<file path="src/sv/prr_pkg.sv">
// ----------------------------------------------------------------------------
// prr_pkg
// Shared widths, register map, reset values and transaction types for the
// pinhole reprojection residual pipeline.
// ----------------------------------------------------------------------------
package prr_pkg;

  // Field widths
  localparam int ROT_W      = 18;            // signed Q2.16 rotation entry
  localparam int ROW_W      = 3 * ROT_W;     // packed rotation row
  localparam int POS_W      = 21;            // signed Q12.9 coordinate
  localparam int POSREG_W   = 3 * POS_W;     // packed camera position
  localparam int PIX_W      = 24;            // unsigned Q16.8 pixel / focal
  localparam int OUT_W      = 32;            // signed Q24.8 residual

  // Internal widths
  localparam int PD_W       = POS_W + 1;     // point minus position
  localparam int PROD_W     = ROT_W + PD_W;  // one rotation product, Q.25
  localparam int SUM_W      = PROD_W + 2;    // sum of three products
  localparam int FRAC_DROP  = 16;            // Q.25 -> Q.9
  localparam int CAM_W      = SUM_W - FRAC_DROP; // camera-frame coordinate
  localparam int DEP_W      = CAM_W - 1;     // positive clamped depth
  localparam int NUM_W      = PIX_W + 1 + CAM_W; // focal * coordinate
  localparam int MAG_W      = NUM_W - 1;     // magnitude of the numerator
  localparam int DIV_W      = MAG_W + 2;     // divider dividend / quotient
  localparam int DEN_W      = DEP_W + 1;     // divider divisor (2 * depth)
  localparam int DIV_STEPS  = 2;             // quotient bits per stage
  localparam int DIV_STAGES = DIV_W / DIV_STEPS;
  localparam int RES_W      = DIV_W + 2;     // exact residual before clamp

  // Configuration port
  localparam int CFG_IDX_W  = 3;
  localparam int CFG_DATA_W = 64;

  typedef enum logic [CFG_IDX_W-1:0] {
    REG_ROT_ROW0 = 3'd0,
    REG_ROT_ROW1 = 3'd1,
    REG_ROT_ROW2 = 3'd2,
    REG_CAM_POS  = 3'd3,
    REG_FOCAL_X  = 3'd4,
    REG_FOCAL_Y  = 3'd5,
    REG_CENTER_X = 3'd6,
    REG_CENTER_Y = 3'd7
  } cfg_reg_t;

  // Reset values: identity rotation, origin, unit focal length
  localparam logic [ROW_W-1:0]    ROT_ROW0_RST = 54'd65536;
  localparam logic [ROW_W-1:0]    ROT_ROW1_RST = 54'd17179869184;
  localparam logic [ROW_W-1:0]    ROT_ROW2_RST = 54'd4503599627370496;
  localparam logic [POSREG_W-1:0] CAM_POS_RST  = '0;
  localparam logic [PIX_W-1:0]    FOCAL_RST    = 24'd256;
  localparam logic [PIX_W-1:0]    CENTER_RST   = '0;

  // Residual saturation limits
  localparam logic [OUT_W-1:0] SAT_MAX = {1'b0, {(OUT_W-1){1'b1}}};
  localparam logic [OUT_W-1:0] SAT_MIN = {1'b1, {(OUT_W-1){1'b0}}};

  // Live configuration
  typedef struct packed {
    logic [2:0][ROW_W-1:0] rot;
    logic [POSREG_W-1:0]   pos;
    logic [PIX_W-1:0]      fx;
    logic [PIX_W-1:0]      fy;
    logic [PIX_W-1:0]      cx;
    logic [PIX_W-1:0]      cy;
  } cfg_t;

  // Observation payload
  typedef struct packed {
    logic [POS_W-1:0] point_x;
    logic [POS_W-1:0] point_y;
    logic [POS_W-1:0] point_z;
    logic [PIX_W-1:0] seen_u;
    logic [PIX_W-1:0] seen_v;
  } obs_t;

  // Data that rides alongside the divider
  typedef struct packed {
    logic             neg_u;
    logic             neg_v;
    logic             clamp;
    logic [PIX_W-1:0] seen_u;
    logic [PIX_W-1:0] seen_v;
  } side_t;

  // Transform -> divider
  typedef struct packed {
    logic [DIV_W-1:0] num_u;
    logic [DIV_W-1:0] num_v;
    logic [DEN_W-1:0] den;
    side_t            side;
  } dv_t;

  // Divider -> residual
  typedef struct packed {
    logic [DIV_W-1:0] quo_u;
    logic [DIV_W-1:0] quo_v;
    side_t            side;
  } quo_t;

  // Result payload
  typedef struct packed {
    logic [OUT_W-1:0] residual_u;
    logic [OUT_W-1:0] residual_v;
    logic             depth_clamped;
    logic             saturated;
  } res_t;

endpackage

</file>
<file path="src/sv/prr_cfg_if.sv">
// ----------------------------------------------------------------------------
// prr_cfg_if
// Configuration write channel: register index and write data, valid/ready.
// ----------------------------------------------------------------------------
interface prr_cfg_if;
  import prr_pkg::*;

  logic                  valid;
  logic                  ready;
  logic [CFG_IDX_W-1:0]  index;
  logic [CFG_DATA_W-1:0] data;

  modport source (output valid, index, data, input ready);
  modport sink   (input valid, index, data, output ready);
endinterface

</file>
<file path="src/sv/prr_cfg.sv">
// ----------------------------------------------------------------------------
// prr_cfg
// Configuration register file. Every write transaction completes at once;
// all eight indexes of the map are in use.
// ----------------------------------------------------------------------------
module prr_cfg (
  input  logic          clk,
  input  logic          rst,
  prr_cfg_if.sink       wr,
  output prr_pkg::cfg_t cfg
);
  import prr_pkg::*;

  assign wr.ready = 1'b1;

  // Register writes, extra data bits dropped
  always_ff @(posedge clk) begin
    if (rst) begin
      cfg.rot[0] <= ROT_ROW0_RST;
      cfg.rot[1] <= ROT_ROW1_RST;
      cfg.rot[2] <= ROT_ROW2_RST;
      cfg.pos    <= CAM_POS_RST;
      cfg.fx     <= FOCAL_RST;
      cfg.fy     <= FOCAL_RST;
      cfg.cx     <= CENTER_RST;
      cfg.cy     <= CENTER_RST;
    end else if (wr.valid) begin
      case (cfg_reg_t'(wr.index))
        REG_ROT_ROW0: cfg.rot[0] <= wr.data[ROW_W-1:0];
        REG_ROT_ROW1: cfg.rot[1] <= wr.data[ROW_W-1:0];
        REG_ROT_ROW2: cfg.rot[2] <= wr.data[ROW_W-1:0];
        REG_CAM_POS:  cfg.pos    <= wr.data[POSREG_W-1:0];
        REG_FOCAL_X:  cfg.fx     <= wr.data[PIX_W-1:0];
        REG_FOCAL_Y:  cfg.fy     <= wr.data[PIX_W-1:0];
        REG_CENTER_X: cfg.cx     <= wr.data[PIX_W-1:0];
        REG_CENTER_Y: cfg.cy     <= wr.data[PIX_W-1:0];
        default: ;
      endcase
    end
  end

endmodule

</file>
<file path="src/flat_wrapper.sv">
// flat-port wrapper written by rule: the top's interface ports become plain ports
module prr_cfg_flat import prr_pkg::*;
  (clk, rst, cfg, wr_valid, wr_index, wr_data, wr_ready);
  prr_cfg_if wr_i ();
  input  logic clk;
  input  logic rst;
  output prr_pkg::cfg_t cfg;
  input wire logic [$bits(wr_i.valid)-1:0] wr_valid;
  input wire logic [$bits(wr_i.index)-1:0] wr_index;
  input wire logic [$bits(wr_i.data)-1:0] wr_data;
  output wire logic [$bits(wr_i.ready)-1:0] wr_ready;
  assign wr_i.valid = wr_valid;
  assign wr_i.index = wr_index;
  assign wr_i.data = wr_data;
  assign wr_ready = wr_i.ready;
  prr_cfg u_core (.clk(clk), .rst(rst), .wr(wr_i), .cfg(cfg));
endmodule
</file>
<file path="config.mk">
export PLATFORM = sky130hd
export DESIGN_NAME = prr_cfg_flat
export DESIGN_NICKNAME = d
export VERILOG_FILES = /design/src/sv/prr_pkg.sv /design/src/sv/prr_cfg_if.sv /design/src/sv/prr_cfg.sv /design/src/flat_wrapper.sv
export SDC_FILE = /design/constraint.sdc
export NUM_CORES = 1
export LEC_CHECK = 0
export ABC_AREA = 0
export BUFFER_PORTS_ARGS = -buffer_cell sky130_fd_sc_hd__buf_2
export CAP_MARGIN = 20
export CORE_ASPECT_RATIO = 0.6
export CORE_MARGIN = 3
export CORE_UTILIZATION = 40
export CTS_CLUSTER_SIZE = 40
export DETAILED_ROUTE_END_ITERATION = 10
export PLACE_DENSITY = 0.75
export REMOVE_ABC_BUFFERS = 1
export SLEW_MARGIN = 15
export SYNTH_ARGS = -nofsm -noshare
export SYNTH_HDL_FRONTEND = slang
export SYNTH_SLANG_ARGS = --single-unit
</file>
<file path="constraint.sdc">
create_clock -name clk -period 1.9 [get_ports clk]
set_input_delay 0.38 -clock clk [delete_from_list [all_inputs] [get_ports clk]]
set_output_delay 0.38 -clock clk [all_outputs]
set_load 0.01 [all_outputs]
</file>
======== Yosys cells after proc, flatten, opt, wreduce, memory -nomap -nowiden ========
Cells that the tools add are included.
word-level totals
  bits in registers ....................... 321
  word-level logic and storage cells ...... 24
  output and inout port bits .............. 322
  input port bits ......................... 70
operators by class
  eq/ne operators ......................... 7
  reduce and logical (&&, ||, !) cells .... 9
operators with widths
  operator              count
  $reduce_and A2 Y1     8
  $eq A3 B3 Y1 const B  4
  $eq A3 B2 Y1 const B  2
  $eq A3 B1 Y1 const B  1
  $logic_not A3 Y1      1

======== Depth between registers and ports, before layout ========
  depth in word-level cells ............... 2
  gate-level depth with buffers ........... 6
  gate-level depth less buffers ........... 2

======== Worst setup path after synthesis ========
OpenSTA, ideal clock, no wires.
  path type ............................... input-to-reg
  from .................................... input wr_index[0]
  to ...................................... register u_core.cfg[203] (netlist name)
  library setup time ...................... 0.121 ns
  buffers on the path ..................... 3
  data arrival time ....................... 1.434 ns
  stages .................................. 5
  setup slack ............................. 0.345 ns
  data required time ...................... 1.779 ns
  cell sequence ........................... buf_2 -> or4b_4 -> buf_6 -> buf_6 -> mux2i_1
on the way
  cells in the longest elaborated chain, start to end .. 2
RTL lines
  item                                line               RTL
  start: declaration                  flat_wrapper.sv:9  input wire logic [$bits(wr_i.index)-1:0] wr_index;
  $logic_not A3 Y1                    prr_cfg.sv:28      case (cfg_reg_t'(wr.index))
  $reduce_and A2 Y1 (no source line)  -
No other way between the ends.
A chain may end at the register's enable or synchronous reset.

======== Final worst setup path ========
  from .................................... register u_core.cfg[189] (netlist name)
  to ...................................... output cfg[189] (netlist bit)
RTL lines
  item              line               RTL
  end: declaration  flat_wrapper.sv:7  output prr_pkg::cfg_t cfg;
No word-level cell between the ends.

==> results_tabular.tex <==
\begin{tabular}{lr}
\hline
Metric & Value \\
\hline
\multicolumn{2}{l}{\textbf{Timing}} \\
\quad Post-route worst setup slack & 431.0 ps \\
\quad Skew final & 0 ps \\
\quad Final hold slack & 76.39 ps \\
\quad Crit path time final & 1469 ps \\
\quad Portion of the clock cycle consumed by the worst path in the final layout & 77.32\% \\
\quad Number of endpoints failing setup at the final stage & 0 \\
\quad Number of max-slew violations in the final report & 0 \\
\quad Total negative setup slack & 0 ps \\
\quad Maximum clock frequency & 0.6807 GHz \\
\quad Number of hold-slack violations in the final timing report & 0 \\
\quad RSZ-0062 raised after global routing & false \\
\multicolumn{2}{l}{\textbf{Setup path}} \\
\quad Path type of the worst setup path & flop to output port \\
\quad Worst path max stage delay & 370 ps \\
\quad Bufs and invs on worst path & 1 \\
\quad Capturing element type of the critical path & output port \\
\quad Path depth of the worst reg2reg path & 2 \\
\quad End of the worst register-to-register path & u\_core.cfg[76]\$\_SDFFE\_PP0P\_ \\
\quad Critical path cell sequence & buf\_2 \\
\quad Worst-path cell with the longest stage delay & sky130\_fd\_sc\_hd\_\_dfxtp\_1 \\
\quad Worst setup path endpoint & cfg[189] \\
\quad Beginning of the worst register-to-register path & u\_core.cfg[76]\$\_SDFFE\_PP0P\_ \\
\quad Origin of the worst setup path & u\_core.cfg[189]\$\_SDFFE\_PP0P\_ \\
\quad CP delay by family, top & flip-flops \\
\quad Reg2Reg Setup Slack & 1180 ps \\
\quad Category of the worst setup path launch point & flop \\
\quad Required @ worst endpoint & 1520 ps \\
\quad Worst Path Max Fanout & 2 \\
\quad Critical path data arrival time & 1090 ps \\
\quad Count of cell instances traversed by the critical path & 1 \\
\multicolumn{2}{l}{\textbf{Route}} \\
\quad Overall routed net length & 35,280 um \\
\quad Remaining DRCs & 0 \\
\quad Remaining number of nets flagged by the antenna check after routing & 0 \\
\quad DR WL/cell & 18.35 um \\
\quad Total iterations of the first detailed-routing run & 4 \\
\quad Iter 0 DRT Violations & 403 \\
\quad Top routing layer in use & met4 \\
\quad Total length of routed met2 wires & 15,820 um \\
\quad Number of vias after detailed routing & 9,260 \\
\quad Per-cell via count in the routed design & 4.815 \\
\quad Length of routed wiring on met1 & 16,350 um \\
\quad Met3 Wirelength & 2283 um \\
\multicolumn{2}{l}{\textbf{Global route}} \\
\quad Total gr overflow & 0 \\
\quad Antenna violations before repair & 0 \\
\quad Global-route wire length before repair & 53,910 um \\
\quad Total routing resource utilization after global routing & 19.79\% \\
\quad Pin count of the biggest net entering global routing & 75 \\
\quad Vias in the first global route & 9,309 \\
\multicolumn{2}{l}{\textbf{Clock tree}} \\
\quad H-tree lvl count & 1 \\
\quad Count of hold-fix buffers inserted at cts & 0 \\
\quad Longest Clk Path Bufs & 3 \\
\quad CTS-repair resized insts & 0 \\
\quad Number of CTS-inserted buffers & 30 \\
\quad Number of clock sinks seen by CTS & 321 \\
\quad Clock tree root buffer cell & sky130\_fd\_sc\_hd\_\_clkbuf\_16 \\
\quad Clock transition at path regs & 60 ps \\
\quad Latest clock arrival within the worst-skew pair & 560 ps \\
\quad Post CTS Setup Buffer Count & 0 \\
\quad Clock tree from TritonCTS & yes \\
\multicolumn{2}{l}{\textbf{Power and ir drop}} \\
\quad Design Power & 14.18 mW \\
\quad Largest vdd supply drop & 0.0008485 V \\
\quad Cell Pwr Density & 881.9 nW/um\^{}2 \\
\quad Static leakage & 8.532 nW \\
\multicolumn{2}{l}{\textbf{Synthesis}} \\
\quad Flip-flop and latch count after synthesis & 321 \\
\quad Synthesized instance count & 1,147 \\
\quad Post-Synthesis Mean Instance Area & 11.01 sq um \\
\quad Netlist area before placement & 12,630 sq um \\
\quad Synth warnings & 0 \\
\quad Unique cell type count in the Yosys netlist & 16 \\
\quad Seq/Total Area, Yosys & 50.88\% \\
\multicolumn{2}{l}{\textbf{Floorplan}} \\
\quad Number of placed I/O pins & 392 \\
\quad Vertical die dimension & 143.6 um \\
\quad Die area & 33,810 sq um \\
\quad Number of cell rows & 49 \\
\quad Placeable core region & 30,530 sq um \\
\quad Starting density of the core & 41.37\% \\
\quad Width of the die & 235.4 um \\
\multicolumn{2}{l}{\textbf{Worst hold path}} \\
\quad Cells on Worst Hold Path & 3 \\
\quad Type of the most critical hold path & primary input to flop \\
\multicolumn{2}{l}{\textbf{Final layout}} \\
\quad Commonest non-fill, non-tap cells in the layout & sky130\_fd\_sc\_hd\_\_buf\_2, sky130\_fd\_sc\_hd\_\_nand2b\_1, sky130\_fd\_sc\_hd\_\_mux2i\_1, sky130\_fd\_sc\_hd\_\_dfxtp\_1, sky130\_fd\_sc\_hd\_\_clkbuf\_16 \\
\quad Max FFs per register & 321 \\
\quad Area occupied by multi-input gates & 5777 sq um \\
\quad Layout filler cell count & 2,685 \\
\quad Most common library cell in the layout ignoring fill and taps & sky130\_fd\_sc\_hd\_\_buf\_2 \\
\quad Syn-to-layout area delta & 27.34\% \\
\quad Fraction of final layout cells sized beyond drive strength 1 & 31.29\% \\
\quad Number of antenna diodes & 0 \\
\quad Most flops, register & u\_core.cfg \\
\quad Largest regs & u\_core.cfg: 321 flops \\
\quad Non-Filler Cell Area, Final & 16,080 sq um \\
\quad Net count, final & 1,565 \\
\quad Area occupied by registers & 6426 sq um \\
\multicolumn{2}{l}{\textbf{Placement}} \\
\quad Total placed instance area & 15,060 sq um \\
\quad Quantity of I/O buffers inserted on ports & 389 \\
\quad Place WS & 175.6 ps \\
\quad Detailed Place HPWL & 24,460 um \\
\quad Final weighted congestion in routability-driven placement & 0.8040 \\
\multicolumn{2}{l}{\textbf{Status}} \\
\quad Run status & finished, final reports clean \\
\multicolumn{2}{l}{\textbf{Flow run}} \\
\quad Reported max-cap violation count & 0 \\
\hline
\end{tabular}
-- worst reg2reg max path, stage by stage, from the launching register on --
cell	delay, ps
sky130_fd_sc_hd__dfxtp_1	360
sky130_fd_sc_hd__nand2b_1	90
sky130_fd_sc_hd__mux2i_1	190
-- stage by stage --
stage,util (%),instances
finish,52.68,1923
global route,52.68,1923
CTS,52.68,1923
detailed placement,49.34,1871
global placement,49.34,1871
floorplan,-,1041
-- Yosys cell counts --
cell / count / area share, %
sky130_fd_sc_hd__nor2_1: 9 / 0.27
sky130_fd_sc_hd__buf_1: 10 / 0.30
sky130_fd_sc_hd__and4b_1: 1 / 0.079
sky130_fd_sc_hd__buf_2: 38 / 1.5
sky130_fd_sc_hd__nand4bb_1: 3 / 0.27
sky130_fd_sc_hd__mux2i_1: 321 / 25
sky130_fd_sc_hd__conb_1: 1 / 0.030
sky130_fd_sc_hd__nand2b_1: 379 / 19
sky130_fd_sc_hd__nand4_1: 1 / 0.050
sky130_fd_sc_hd__buf_4: 4 / 0.24
sky130_fd_sc_hd__nor4b_1: 1 / 0.069
sky130_fd_sc_hd__nand4b_1: 3 / 0.21
sky130_fd_sc_hd__clkbuf_1: 51 / 1.5
sky130_fd_sc_hd__buf_6: 3 / 0.27
sky130_fd_sc_hd__dfxtp_1: 321 / 51
sky130_fd_sc_hd__or4b_4: 1 / 0.11
-- cell type report --
class / count / area share, %
Sequential cell: 321 / 39.96
Tap cell: 408 / 3.174
Clock buffer: 46 / 5.734
Clock inverter: 6 / 0.5990
Timing Repair Buffer: 422 / 14.62
Multi-Input combinational cell: 720 / 35.92
-- cell families (layout without fill, tap and decap cells) --
logic type	after synthesis	count (layout)	synth area share (%)
DFF	321	321	50.88
and+or+nand+nor	398	398	19.82
other	1	1	0.02969
muxes	321	321	25.44
buffers and inverters	106	474	3.824
-- worst min path at each step --
stage | start | endpoint | slack (ps)
floorplan | u_core.cfg[112]$_SDFFE_PP0P_ | u_core.cfg[112]$_SDFFE_PP0P_ | 490
global route | wr_data[60] | u_core.cfg[156]$_SDFFE_PP0P_ | 60
global placement | u_core.cfg[144]$_SDFFE_PP0P_ | u_core.cfg[144]$_SDFFE_PP0P_ | 450
CTS | wr_data[56] | u_core.cfg[152]$_SDFFE_PP0P_ | 40
finish | wr_data[56] | u_core.cfg[152]$_SDFFE_PP0P_ | 80
detailed placement | u_core.cfg[157]$_SDFFE_PP0P_ | u_core.cfg[157]$_SDFFE_PP0P_ | 460
-- power by group --
part | switching, mW | internal [mW]
clock network | 2.59 | 3.60
registers | 0.0792 | 6.88
logic | 0.563 | 0.481
-- layer usage --
| layer | up-vias | global-route usage, % |
|---|---|---|
| met3 | 58 | 5.735 |
| li1 | 4445 | - |
| met4 | 0 | 5.275 |
| met1 | 4506 | 26.27 |
| met5 | - | 0 |
| met2 | 251 | 31.87 |
Power figures use the tool's default switching activity.
