<file path="config.mk">
export PLATFORM = sky130hd
export DESIGN_NAME = prr_res
export DESIGN_NICKNAME = d
export VERILOG_FILES = /design/src/sv/prr_pkg.sv /design/src/sv/prr_res.sv
export SDC_FILE = /design/constraint.sdc
export NUM_CORES = 1
export LEC_CHECK = 0
export BUFFER_PORTS_ARGS = -buffer_cell sky130_fd_sc_hd__clkbuf_2
export CAP_MARGIN = 20
export CORE_ASPECT_RATIO = 1.5
export CORE_MARGIN = 8
export CORE_UTILIZATION = 36
export CTS_CLUSTER_DIAMETER = 40
export DETAILED_ROUTE_END_ITERATION = 12
export PLACE_DENSITY_LB_ADDON = 0.12
export SETUP_SLACK_MARGIN = 0.4
export SLEW_MARGIN = 20
export SYNTH_ARGS = -nofsm -noshare
export SYNTH_HDL_FRONTEND = slang
export SYNTH_SLANG_ARGS = --single-unit
</file>
<file path="constraint.sdc">
create_clock -name clk -period 5.81 [get_ports clk]
set_clock_uncertainty 0.05 [all_clocks]
set_input_delay 0.8715 -clock clk [delete_from_list [all_inputs] [get_ports clk]]
set_output_delay 0.8715 -clock clk [all_outputs]
set_load 0.05 [all_outputs]
</file>
<file path="src/sv/prr_pkg.sv">
// ----------------------------------------------------------------------------
// prr_pkg
// Shared widths, register map, reset values and transaction types for the
// pinhole reprojection residual pipeline.
// ----------------------------------------------------------------------------
package prr_pkg;

  // Field widths
  localparam int ROT_W      = 18;            // signed Q2.16 rotation entry
  localparam int ROW_W      = 3 * ROT_W;     // packed rotation row
  localparam int POS_W      = 21;            // signed Q12.9 coordinate
  localparam int POSREG_W   = 3 * POS_W;     // packed camera position
  localparam int PIX_W      = 24;            // unsigned Q16.8 pixel / focal
  localparam int OUT_W      = 32;            // signed Q24.8 residual

  // Internal widths
  localparam int PD_W       = POS_W + 1;     // point minus position
  localparam int PROD_W     = ROT_W + PD_W;  // one rotation product, Q.25
  localparam int SUM_W      = PROD_W + 2;    // sum of three products
  localparam int FRAC_DROP  = 16;            // Q.25 -> Q.9
  localparam int CAM_W      = SUM_W - FRAC_DROP; // camera-frame coordinate
  localparam int DEP_W      = CAM_W - 1;     // positive clamped depth
  localparam int NUM_W      = PIX_W + 1 + CAM_W; // focal * coordinate
  localparam int MAG_W      = NUM_W - 1;     // magnitude of the numerator
  localparam int DIV_W      = MAG_W + 2;     // divider dividend / quotient
  localparam int DEN_W      = DEP_W + 1;     // divider divisor (2 * depth)
  localparam int DIV_STEPS  = 2;             // quotient bits per stage
  localparam int DIV_STAGES = DIV_W / DIV_STEPS;
  localparam int RES_W      = DIV_W + 2;     // exact residual before clamp

  // Configuration port
  localparam int CFG_IDX_W  = 3;
  localparam int CFG_DATA_W = 64;

  typedef enum logic [CFG_IDX_W-1:0] {
    REG_ROT_ROW0 = 3'd0,
    REG_ROT_ROW1 = 3'd1,
    REG_ROT_ROW2 = 3'd2,
    REG_CAM_POS  = 3'd3,
    REG_FOCAL_X  = 3'd4,
    REG_FOCAL_Y  = 3'd5,
    REG_CENTER_X = 3'd6,
    REG_CENTER_Y = 3'd7
  } cfg_reg_t;

  // Reset values: identity rotation, origin, unit focal length
  localparam logic [ROW_W-1:0]    ROT_ROW0_RST = 54'd65536;
  localparam logic [ROW_W-1:0]    ROT_ROW1_RST = 54'd17179869184;
  localparam logic [ROW_W-1:0]    ROT_ROW2_RST = 54'd4503599627370496;
  localparam logic [POSREG_W-1:0] CAM_POS_RST  = '0;
  localparam logic [PIX_W-1:0]    FOCAL_RST    = 24'd256;
  localparam logic [PIX_W-1:0]    CENTER_RST   = '0;

  // Residual saturation limits
  localparam logic [OUT_W-1:0] SAT_MAX = {1'b0, {(OUT_W-1){1'b1}}};
  localparam logic [OUT_W-1:0] SAT_MIN = {1'b1, {(OUT_W-1){1'b0}}};

  // Live configuration
  typedef struct packed {
    logic [2:0][ROW_W-1:0] rot;
    logic [POSREG_W-1:0]   pos;
    logic [PIX_W-1:0]      fx;
    logic [PIX_W-1:0]      fy;
    logic [PIX_W-1:0]      cx;
    logic [PIX_W-1:0]      cy;
  } cfg_t;

  // Observation payload
  typedef struct packed {
    logic [POS_W-1:0] point_x;
    logic [POS_W-1:0] point_y;
    logic [POS_W-1:0] point_z;
    logic [PIX_W-1:0] seen_u;
    logic [PIX_W-1:0] seen_v;
  } obs_t;

  // Data that rides alongside the divider
  typedef struct packed {
    logic             neg_u;
    logic             neg_v;
    logic             clamp;
    logic [PIX_W-1:0] seen_u;
    logic [PIX_W-1:0] seen_v;
  } side_t;

  // Transform -> divider
  typedef struct packed {
    logic [DIV_W-1:0] num_u;
    logic [DIV_W-1:0] num_v;
    logic [DEN_W-1:0] den;
    side_t            side;
  } dv_t;

  // Divider -> residual
  typedef struct packed {
    logic [DIV_W-1:0] quo_u;
    logic [DIV_W-1:0] quo_v;
    side_t            side;
  } quo_t;

  // Result payload
  typedef struct packed {
    logic [OUT_W-1:0] residual_u;
    logic [OUT_W-1:0] residual_v;
    logic             depth_clamped;
    logic             saturated;
  } res_t;

endpackage

</file>
<file path="src/sv/prr_res.sv">
// ----------------------------------------------------------------------------
// prr_res
// Three-stage back end: restore sign, add principal point and subtract the
// observed pixel, then saturate into the output register.
// ----------------------------------------------------------------------------
module prr_res (
  input  logic          clk,
  input  logic          rst,
  input  prr_pkg::cfg_t cfg,
  input  logic          in_valid,
  output logic          in_ready,
  input  prr_pkg::quo_t in_data,
  output logic          out_valid,
  input  logic          out_ready,
  output prr_pkg::res_t out_data
);
  import prr_pkg::*;

  localparam int NSTG = 3;

  typedef struct packed {
    logic [DIV_W-1:0] pu;
    logic [DIV_W-1:0] pv;
    logic             clamp;
    logic [PIX_W-1:0] su;
    logic [PIX_W-1:0] sv;
  } t1_t;

  typedef struct packed {
    logic [RES_W-1:0] ru;
    logic [RES_W-1:0] rv;
    logic             clamp;
  } t2_t;

  logic [NSTG-1:0] v;
  logic [NSTG-1:0] adv;
  logic [NSTG-1:0] vin;

  t1_t  q1, q1_next;
  t2_t  q2, q2_next;
  res_t q3, q3_next;

  assign adv[NSTG-1] = !v[NSTG-1] || out_ready;
  for (genvar k = 0; k < NSTG - 1; k++) begin : g_adv
    assign adv[k] = !v[k] || adv[k+1];
  end
  assign vin       = {v[NSTG-2:0], in_valid};
  assign in_ready  = adv[0];
  assign out_valid = v[NSTG-1];
  assign out_data  = q3;

  always_ff @(posedge clk) begin
    if (rst) begin
      v <= '0;
    end else begin
      for (int k = 0; k < NSTG; k++) begin
        if (adv[k]) v[k] <= vin[k];
      end
    end
  end

  // T1: signed projection, Q.8
  always_comb begin
    q1_next.pu    = in_data.side.neg_u ? (DIV_W'(0) - in_data.quo_u) : in_data.quo_u;
    q1_next.pv    = in_data.side.neg_v ? (DIV_W'(0) - in_data.quo_v) : in_data.quo_v;
    q1_next.clamp = in_data.side.clamp;
    q1_next.su    = in_data.side.seen_u;
    q1_next.sv    = in_data.side.seen_v;
  end

  // T2: exact residual, projection + center - observed
  always_comb begin
    q2_next.ru = {{(RES_W-DIV_W){q1.pu[DIV_W-1]}}, q1.pu}
               + {{(RES_W-PIX_W){1'b0}}, cfg.cx}
               - {{(RES_W-PIX_W){1'b0}}, q1.su};
    q2_next.rv = {{(RES_W-DIV_W){q1.pv[DIV_W-1]}}, q1.pv}
               + {{(RES_W-PIX_W){1'b0}}, cfg.cy}
               - {{(RES_W-PIX_W){1'b0}}, q1.sv};
    q2_next.clamp = q1.clamp;
  end

  // T3: clamp to 32 bits; a value on a limit is not flagged
  always_comb begin
    logic [RES_W-OUT_W:0] hu;
    logic [RES_W-OUT_W:0] hv;
    logic                 ok_u;
    logic                 ok_v;
    hu   = q2.ru[RES_W-1:OUT_W-1];
    hv   = q2.rv[RES_W-1:OUT_W-1];
    ok_u = (&hu) || !(|hu);
    ok_v = (&hv) || !(|hv);
    q3_next.residual_u    = ok_u ? q2.ru[OUT_W-1:0] : (q2.ru[RES_W-1] ? SAT_MIN : SAT_MAX);
    q3_next.residual_v    = ok_v ? q2.rv[OUT_W-1:0] : (q2.rv[RES_W-1] ? SAT_MIN : SAT_MAX);
    q3_next.depth_clamped = q2.clamp;
    q3_next.saturated     = !ok_u || !ok_v;
  end

  always_ff @(posedge clk) begin
    if (adv[0]) q1 <= q1_next;
    if (adv[1]) q2 <= q2_next;
    if (adv[2]) q3 <= q3_next;
  end

endmodule

</file>
# [Yosys cells after proc, flatten, opt, wreduce, memory -nomap -nowiden]
# Cells that the tools add are included.
[op_classes] add_sub_neg=6 muxes=6 n_reduce_logical=17
[op_table] operator="$mux 32" count=4
[op_table] operator="$sub 53x25->54" count=2
[op_table] operator="$add 52x25->53" count=2
[op_table] operator="$mux 52" count=2
[op_table] operator="$sub 1x52->52 const A" count=2
[op_table] operator="$reduce_and 23->1" count=2
[op_table] operator="$reduce_or 23->1" count=2
[op_table] operator="$logic_not 1->1" count=7
[op_table] operator="$logic_or 1x1->1" count=6
[word_totals] regBits=331 elab_cells=44

# [Longest topological paths before layout]
# Gate-level depths: netlist (run 1).
[logic_depth] word_depth=5 ltp_mapped=15 ltp_nobuf=15

# [Least setup slack after synthesis (run 1)]
# OpenSTA, ideal clock, no wires.
[synth_timing] path_kind="input port to output port" start="input out_ready" end="output in_ready" arrival_ns=4.626 required_time_ns=4.889 path_slack_ns=0.262 stages=3 n_path_buf=0 cell_sequence="nor2b_1 > and2_1 > nand2_1"
[synth_via] elab_chain_len=3
[synth_rtl] element="start: declaration" line="prr_res.sv:14" text="input logic out_ready,"
[synth_rtl] element="$logic_or 1x1->1" line="prr_res.sv:43" text="assign adv[NSTG-1] = !v[NSTG-1] || out_ready;"
[synth_rtl] element="$logic_or 1x1->1 (2 in series)" line="prr_res.sv:45" text="assign adv[k] = !v[k] || adv[k+1];"
[synth_rtl] element="end: declaration" line="prr_res.sv:11" text="output logic in_ready,"
# No other way between the ends.

==> out/qor.txt, run 1 <==
status: finished, final reports clean
final WL: 54200 µm
Area Growth Syn to Fin: 18.4%
Post-synth EDFFs: 328
top cells by area in the synthesized netlist: edfxtp_1 (47%), ha_1 (6.5%), xnor2_1 (6.5%)
Hold Crit Class: reg -> reg
Register Area: 0.00991 mm²
P_leak: 10.9 nW
CTS tree: done
Final nets: 2905
vias in the first global route: 15.6k
Post-DP HPWL: 43100 µm
RD Place Congestion: 0.860
global route total overflow: 0
postcts setup bufs: 0
Worst EP arrival: 4.81 ns
Final Cycle Share: 78.2%
Post-synth ARST share: 0%
Cell Area, Synth: 0.0208 mm²
clk buf depth: 3
maxcap violations: 0
maximum VDD drop: 209 µV
Final Setup Violations: 0
ys flop type: edfxtp_1
RSZ-0062 raised after global routing: false
root buf cell: clkbuf_16
die area: 0.0658 mm²
Slew HR: 30.0%
element type at the critical path start: primary input
most common cell after layout, fill and taps aside: inv_1
total chip power: 9.45 mW
hold-fix buffers at CTS: 0
DR vias/cell: 4.95
maximum clock frequency: 220 MHz
final setup TNS: 0 ns
share of the synthesized area in the top cell type: 47.4%
register bit total from synthesis: 331
Initial Utilization: 36.2%
post-synthesis sequential area ratio: 47.7%
filler cell count: 5660
Top Ports: 548
clock sinks: 331
antenna violations before repair: 6
# rows: 108
Placed Area: 0.0230 mm²
port bufs: 274
vias post-DR: 15.2k
most frequent cells in the layout: inv_1 (351), edfxtp_1 (328), clkbuf_2 (274)
post-layout min period: 4.55 ns
first-pass iteration count of the detailed router: 5
total track usage: 16.3%
DR WL/cell: 17.6 µm
Syn. warnings: 0
worst-margin pin slew: 1.05 ns
CP Class: in -> reg
cells after synthesis: 2004
ANT nets after route: 0
CTS Buf Count: 48
Worst EP required: 6.08 ns
Resize count post-CTS: 0
H-tree levels: 2
worst-path fanout max: 5
initial drt markers: 878
Place WS: 0.607 ns
Clock Latency Late Sink: 0.59 ns
drt drc: 0
largest net degree at the start of global routing: 72
post-synth net total: 2640
Fin. Hold Viols: 0
Multi-input gate area: 0.00929 mm²
synthesized area per cell: 10.4 µm²
area leader, netlist: edfxtp_1
Worst setup EP type: flop
Final Max Tran Viols: 0
power per cell area: 384 mW/mm²
Distinct cells, synth: 68
chip height: 310 µm
core box area: 0.0574 mm²
die span in x: 212 µm
final instance area: 0.0246 mm²
worst setup margin: 1.26 ns
first-pass GRT wire length: 84400 µm
Final Util: 42.8%
layout cells sized above 1: 17.4%
clock transition at the registers of the reported paths: 0.06 ns
[metal layers]
metal,wire length [µm],up-vias,track usage (%)
li1,-,7596,-
met1,24000,7079,20.6
met2,24700,436,26.8
met3,3850,110,4.07
met4,1590,12,5.64
met5,62,-,0
[cell type report]
cell class	instances	area share, %
Sequential cell	331	40.3
Clock buffer	54	5.15
Clock inverter	33	1.43
Timing Repair Buffer	287	5.98
Antenna cell	1	0.0102
Inverter	353	5.40
Multi-Input combinational cell	1248	37.8
Tap cell	770	3.92
[through the flow]
| step | std cells | hold WS (ns) |
|---|---|---|
| after floorplan | 2004 | 0.350 |
| after detailed placement | 2989 | 0.358 |
| after global placement | 2989 | 0.358 |
| final | 3077 | 0.370 |
| after CTS | 3076 | 0.356 |
| after global routing | 3076 | 0.373 |
[power breakdown]
group | switching (mW) | total [mW] | internal (mW)
sequential | 0.217 | 3.59 | 3.37
combinational | 1.89 | 2.93 | 1.04
clock | 1.15 | 2.93 | 1.78
[registers in the layout, indices dropped and copies added (netlist names)]
register / cells
out_data: 66
q1: 153
q2: 109
v: 3
[Yosys cell counts, drive strengths merged (28+ instances only)]
library cell / instances
nor2: 62
ha: 108
nand4: 38
clkbuf: 72
inv: 353
nand3: 28
edfxtp: 328
a21oi: 124
xor2: 39
nand2: 107
fa: 48
o21ai: 168
a21o: 54
o31ai: 37
xnor2: 154
[kinds of logic (layout without fill, tap and decap cells)]
kind of cell             Yosys count  count (layout)  share of synthesized area [%]
flip-flops                       331             331                           47.7
other                              0               1                              0
AO/OA/AOI/OAI                    513             513                           15.6
XOR/XNOR                         193             193                           8.14
adder cells (fa/ha/maj)          156             156                           11.1
AND/OR/NAND/NOR                  385             385                           9.72
multiplexers                       1               1                         0.0482
buffers and inverters            425             727                           7.68
[worst paths after layout]
path                                 startpoint                    end  slack, ns  depth (start not counted)
worst max-delay path                     cfg[4]       q2[48]$_DFFE_PP_       1.26                         16
worst min-delay path            q2[0]$_DFFE_PP_  out_data[1]$_DFFE_PP_       0.37                          0
worst max register to register  q1[5]$_DFFE_PP_       q2[48]$_DFFE_PP_       1.29                         14
worst min register to register  q2[0]$_DFFE_PP_  out_data[1]$_DFFE_PP_       0.37                          0
[critical path: stages]
cell and delay [ns]:
clkbuf_2 0.08, inv_1 0.05, fa_1 0.52, inv_1 0.04, ha_1 0.36, a2111oi_0 0.39, buf_4 0.19, o21ai_0 0.17
a311o_1 0.41, a221o_1 0.44, a211oi_1 0.35, buf_4 0.19, a21oi_1 0.08, o21ai_0 0.35, o21ai_0 0.16, xor2_1 0.16
Note: power is estimated with default switching activity, not from simulation.
==> run 2: changes to the inputs <==
- clock period: 5.81 -> 4.4 ns (I/O delays scaled with it)
==> run 2 against run 1 <==
Against the previous run: sequential power grew 32%; via count increased by 1.0%; total power grew 35%; non-clock buffer count increased by 83; critical path type unchanged; largest cell class unchanged; critical endpoint is now q1[150]$_DFFE_PP_; global-route usage up 0.25 points; die area did not move.
==> out/qor.txt, run 2 (synthesis results as in run 1) <==
CTS tree: done
RD Place Congestion: 0.872 (+1.4%)
Area Growth Syn to Fin: 22.4%
core box area: 0.0574 mm² (unchanged)
final instance area: 0.0254 mm² (+3.4%)
Post-DP HPWL: 43700 µm (+1.4%)
maximum VDD drop: 287 µV (+38%)
die span in x: 212 µm (unchanged)
final setup TNS: 0 ns (unchanged)
Top Ports: 548 (unchanged)
final WL: 54700 µm (+1.0%)
max reg flops: 153 (unchanged)
clock sinks: 331 (unchanged)
worst-path fanout max: 5 (unchanged)
H-tree levels: 2 (unchanged)
Crit-path slowest cell: or4_1
Combinational Power Share: 32.7% (+1.7 points)
RSZ-0062 raised after global routing: false
# rows: 108 (unchanged)
most frequent cells in the layout: inv_1 (351), edfxtp_1 (328), clkbuf_2 (273)
vias post-DR: 15.4k (+1.0%)
P_leak: 11.3 nW (+3.7%)
Clock Latency Late Sink: 0.58 ns (about the same)
CTS Buf Count: 48 (unchanged)
Ant. Diodes: 0 (-1)
clock power share: 30.2% (-0.8 points)
Initial Utilization: 36.2% (unchanged)
Hold Crit Class: in -> reg
total track usage: 16.5% (+0.25 points)
layout cells sized above 1: 21.4% (+4.0 points)
Final Max Tran Viols: 0 (unchanged)
status: finished, final reports clean
initial drt markers: 763 (-13%)
Worst EP arrival: 4.11 ns (-0.70 ns)
ANT nets after route: 0 (unchanged)
Final Cycle Share: 87.5%
root buf cell: clkbuf_16
Flop pwr share: 37.2% (-0.8 points)
r2r startpoint: q1[5]$_DFFE_PP_
CP Class: in -> reg
first-pass iteration count of the detailed router: 7 (+2)
worst-margin pin slew: 0.997 ns (-0.0537 ns)
drt drc: 0 (unchanged)
Reg with most FFs: q1
switching share of power: 34.8% (+0.24 points)
largest net degree at the start of global routing: 96 (+33%)
Worst EP required: 4.66 ns (-1.42 ns)
maximum clock frequency: 260 MHz
DR WL/cell: 17.3 µm (-1.7%)
maxcap violations: 0 (unchanged)
CP startpoint: in_data[104]
Final Setup Violations: 0 (unchanged)
DR vias/cell: 4.87 (-1.7%)
Int Pwr: 8.31 mW (+34%)
hold_sp: in_data[30]
Worst setup EP type: flop
port bufs: 274 (unchanged)
Placed Area: 0.0236 mm² (+2.9%)
antenna violations before repair: 2 (-4)
most common cell after layout, fill and taps aside: inv_1
largest stage delay on the critical path: 0.54 ns (+0.02 ns)
Final nets: 2988 (+2.9%)
Fin. Hold Viols: 0 (unchanged)
crit path cell chain: clkbuf_2, or4_1, or4_1, or4_4, or3_4, or4_4, or3_4, or2_4, o41ai_4, xnor2_1
Slew HR: 33.5% (+3.6 points)
chip height: 310 µm (unchanged)
vias in the first global route: 16.0k (+2.3%)
clock transition at the registers of the reported paths: 0.06 ns (about the same)
power per cell area: 501 mW/mm² (+30%)
clk buf depth: 3 (unchanged)
global route total overflow: 0 (unchanged)
Switch Pwr: 4.43 mW (+36%)
element type at the critical path start: primary input
filler cell count: 5598 (-1.1%)
post-layout min period: 3.85 ns
die area: 0.0658 mm² (unchanged)
first-pass GRT wire length: 86200 µm (+2.1%)
## run 2: changes by cell type in the layout (fill, tap and decap cells not counted), moves of 3 or more
cell,previous run,this run
clkinv_2,7,2
clkinvlp_4,0,5
inv_6,7,10
o21ai_2,0,5
a211oi_2,0,3
o31ai_4,1,4
a211oi_1,10,6
buf_4,13,95
o21ai_0,167,161
## run 2: worst paths after layout
check                                             end  slack [ns]  cells past startpoint
worst min register to register  out_data[1]$_DFFE_PP_        0.37                      0
worst min-delay path                 q1[30]$_DFFE_PP_        0.20                      1
worst max register to register       q2[48]$_DFFE_PP_        0.57                     13
worst max-delay path                q1[150]$_DFFE_PP_        0.55                     10
## run 2: routing by layer
| metal | wire [µm] | track usage [%] | vias up |
|---|---|---|---|
| li1 | - | - | 7757 |
| met1 | 24500 | 21.3 | 7113 |
| met2 | 24900 | 27.3 | 427 |
| met3 | 3860 | 3.76 | 85 |
| met4 | 1400 | 5.31 | 4 |
| met5 | 26 | 0 | - |
## run 2: critical path, delay by kind of cell
family,cells,cell delay [ns]
xor gates and xnor gates,1,0.12
buffers and inverters,1,0.10
and+or+nand+nor,7,2.99
AOI/OAI and AO/OA,1,0.23
## run 2: power by group through the flow
| stage | clock, mW | combinational, mW | sequential (mW) |
|---|---|---|---|
| final | 3.84 | 4.16 | 4.73 |
| after global routing | 4.07 | 4.63 | 4.83 |
| after CTS | 3.96 | 4.16 | 4.75 |
| after detailed placement | 0 | 4.10 | 4.80 |
| after global placement | 0 | 4.09 | 4.79 |
| after floorplan | 0 | 2.29 | 5.28 |
## run 2: layout make-up
cell class              instances  area (µm²)  share of cell area [%]
clock buffers                  52        1240                    4.87
clock inverters                37         400                    1.58
inverters                     353        1330                    5.22
multi-input cells            1248        9470                    37.3
flip-flops and latches        331        9910                    39.0
well taps                     770         963                    3.79
repair buffers                370        2100                    8.28
## run 2: through the flow
step | hold WS [ns] | power (mW) | util (%) | setup slack [ns] | std cells
2_1_floorplan | 0.350 | 7.57 | - | 0.233 | 2004
3_3_place_gp | 0.354 | 8.88 | 41.1 | -0.199 | 3070
3_5_place_dp | 0.360 | 8.91 | 41.1 | -0.248 | 3070
4_1_cts | 0.138 | 12.9 | 44.1 | 0.401 | 3160
5_1_grt | 0.157 | 13.5 | 44.2 | 0.400 | 3161
6_report | 0.201 | 12.7 | 44.2 | 0.548 | 3161
## run 2: repair_timing
| action | 4_1_cts | 5_1_grt |
|---|---|---|
| buffers inserted | 1 | 1 |
| resized for setup | 12 | 19 |
| setup endpoints to repair | 16 | 22 |
| pin swaps | 6 | 7 |
| hold buffers | 0 | 0 |
==> run 3: changes to the inputs <==
- CORE_ASPECT_RATIO: 1.5 -> 0.7
==> run 3 against run 2 <==
Against the previous run: worst hold slack better by 0.011 ns; total power up 2.0%; wire length up 4.4%; cell count down 0.63%; core utilization up 0.44 points; critical path depth unchanged; cell area about the same; critical path type unchanged.
==> out/qor.txt, run 3 (synthesis results as in run 1) <==
clock power share: 31.0% (+0.8 points)
Reg with most FFs: q1
RR Endpoint: q2[48]$_DFFE_PP_
die span in x: 303 µm (+43%)
core box area: 0.0569 mm² (-0.92%)
maximum clock frequency: 254 MHz (-2.1%)
status: finished, final reports clean
post-layout min period: 3.93 ns (+0.0829 ns)
global route total overflow: 0 (unchanged)
Fin. Hold Viols: 0 (unchanged)
clock sinks: 331 (unchanged)
most common cell after layout, fill and taps aside: inv_1
Final nets: 2986 (-0.067%)
Final Cycle Share: 89.4% (+1.9 points)
largest stage delay on the critical path: 0.54 ns (about the same)
antenna violations before repair: 3 (+1)
Switch Pwr: 4.60 mW (+3.9%)
Slew HR: 38.0% (+4.5 points)
P_leak: 11.3 nW (+0.19%)
Final Max Tran Viols: 0 (unchanged)
port bufs: 274 (unchanged)
first-pass GRT wire length: 88200 µm (+2.4%)
Top Ports: 548 (unchanged)
die area: 0.0658 mm² (about the same)
flop-to-flop setup slack: 0.54 ns (-0.03 ns)
final WL: 57100 µm (+4.4%)
max reg flops: 153 (unchanged)
chip height: 217 µm (-30%)
critical path's most frequent cell: or3_4
Crit-path slowest cell: or4_1
Post-DP HPWL: 45100 µm (+3.1%)
worst setup path endpoint: q1[140]$_DFFE_PP_
CP Class: in -> reg
DR WL/cell: 18.2 µm (+5.1%)
Area Growth Syn to Fin: 22.4% (about the same)
maxcap violations: 0 (unchanged)
H-tree levels: 2 (unchanged)
Initial Utilization: 36.5% (+0.33 points)
switching share of power: 35.4% (+0.66 points)
non-filler cells, final: 3141 (-0.63%)
vias in the first global route: 15.4k (-3.6%)
vias post-DR: 15.9k (+3.1%)
maximum VDD drop: 288 µV (+0.26%)
worst-path fanout max: 4 (-1)
filler cell count: 5426 (-3.1%)
Final Setup Violations: 0 (unchanged)
most frequent cells in the layout: inv_1 (351), edfxtp_1 (328), clkbuf_2 (274)
CTS tree: done
Combinational Power Share: 32.2% (-0.5 points)
hold_sp: in_data[45]
worst-margin pin slew: 0.929 ns (-0.0676 ns)
DR vias/cell: 5.05 (+3.8%)
RSZ-0062 raised after global routing: true
element type at the critical path start: primary input
Hold WS: 0.212 ns (+0.0111 ns)
CP startpoint: in_data[103]
Worst setup EP type: flop
# rows: 73 (-32%)
Worst EP arrival: 4.19 ns (+0.08 ns)
root buf cell: clkbuf_16
r2r startpoint: q1[5]$_DFFE_PP_
largest net degree at the start of global routing: 86 (-10%)
Int Pwr: 8.39 mW (+0.93%)
power per cell area: 511 mW/mm² (+1.9%)
Post-Place Cells: 3044 (-0.85%)
Clock Latency Late Sink: 0.57 ns (about the same)
worst setup margin: 0.465 ns (-0.0829 ns)
Place WS: -0.325 ns (-0.0771 ns)
Ant. Diodes: 0 (unchanged)
RD Place Congestion: 0.833 (-4.4%)
layout cells sized above 1: 21.5% (+0.17 points)
Worst EP required: 4.65 ns (about the same)
Flop pwr share: 36.8% (-0.4 points)
drt drc: 0 (unchanged)
CTS Buf Count: 51 (+6.3%)
initial drt markers: 1179 (+55%)
ANT nets after route: 0 (unchanged)
Hold Crit Class: in -> reg
first-pass iteration count of the detailed router: 5 (-2)
clk buf depth: 3 (unchanged)
FF-to-FF path depth: 13 (unchanged)
clock transition at the registers of the reported paths: 0.06 ns (about the same)
crit path cell chain: clkbuf_2, or4_1, or4_1, or4_4, or3_4, or4_4, or3_4, or3_4, o31ai_4, xnor2_1
total track usage: 16.9% (+0.37 points)
hold-fix buffers at CTS: 0 (unchanged)
## run 3: changes by cell type in the layout (fill, tap and decap cells not counted), sizes merged
| cell | change |
|---|---|
| buf | -6 |
| inv | +6 |
| clkbuf | +3 |
| clkinv | -4 |
| clkinvlp | +1 |
## run 3: power groups by stage
stage	Combinational (mW)	Clock [mW]	Sequential, mW
after floorplan	2.29	0	5.28
after global placement	4.08	0	4.81
after CTS	4.14	4.14	4.79
after global routing	4.62	4.26	4.87
final	4.19	4.02	4.78
after detailed placement	4.08	0	4.85
## run 3: worst min-delay path by stage
stage / endpoint / slack, ns / cells after the start
after CTS: q1[45]$_DFFE_PP_ / 0.17 / 1
after detailed placement: out_data[1]$_DFFE_PP_ / 0.36 / 0
after floorplan: out_data[1]$_DFFE_PP_ / 0.35 / 0
after global placement: out_data[1]$_DFFE_PP_ / 0.36 / 0
final: q1[45]$_DFFE_PP_ / 0.21 / 1
after global routing: q1[7]$_DFFE_PP_ / 0.18 / 1
## run 3: worst max-delay path: cells and delay by family
family | cells | cell delay (ns)
compound gates | 1 | 0.19
buf+inv | 1 | 0.11
simple gates | 7 | 3.11
xor+xnor | 1 | 0.12
## run 3: layer usage
layer | part of all wire (%) | vias up | GRT usage (%)
met4 | 1.4 | 6 | 3.65
met2 | 36 | 496 | 21.4
met5 | 0.060 | - | 0
met1 | 55 | 7532 | 28.4
li1 | - | 7769 | -
met3 | 7.2 | 65 | 3.12
## run 3: timing repair
action,in CTS,in global routing
resized for setup,10,22
buffers inserted,1,2
pin swaps,3,5
setup endpoints to repair,9,20
cloned,0,0
## run 3: layout make-up
type                            instances  area [µm²]  share of cell area (%)
Timing Repair Buffer                  365        2080                    8.18
Clock buffer                           54        1300                    5.10
Multi-Input combinational cell       1248        9470                    37.3
Inverter                              353        1330                    5.22
Sequential cell                       331        9910                    39.0
Tap cell                              750         938                    3.69
Clock inverter                         40         403                    1.58
## run 3: stage by stage
| stage | cell area (µm²) | total power, mW | utilization, % | TNS [ns] |
|---|---|---|---|---|
| finish | 25400 | 13.0 | 44.7 | 0 |
| global route | 25400 | 13.8 | 44.7 | 0 |
| CTS | 25300 | 13.1 | 44.5 | 0 |
| detailed placement | 23600 | 8.93 | 41.4 | -1.38 |
| global placement | 23600 | 8.89 | 41.4 | -1.15 |
| floorplan | 20800 | 7.57 | - | 0 |
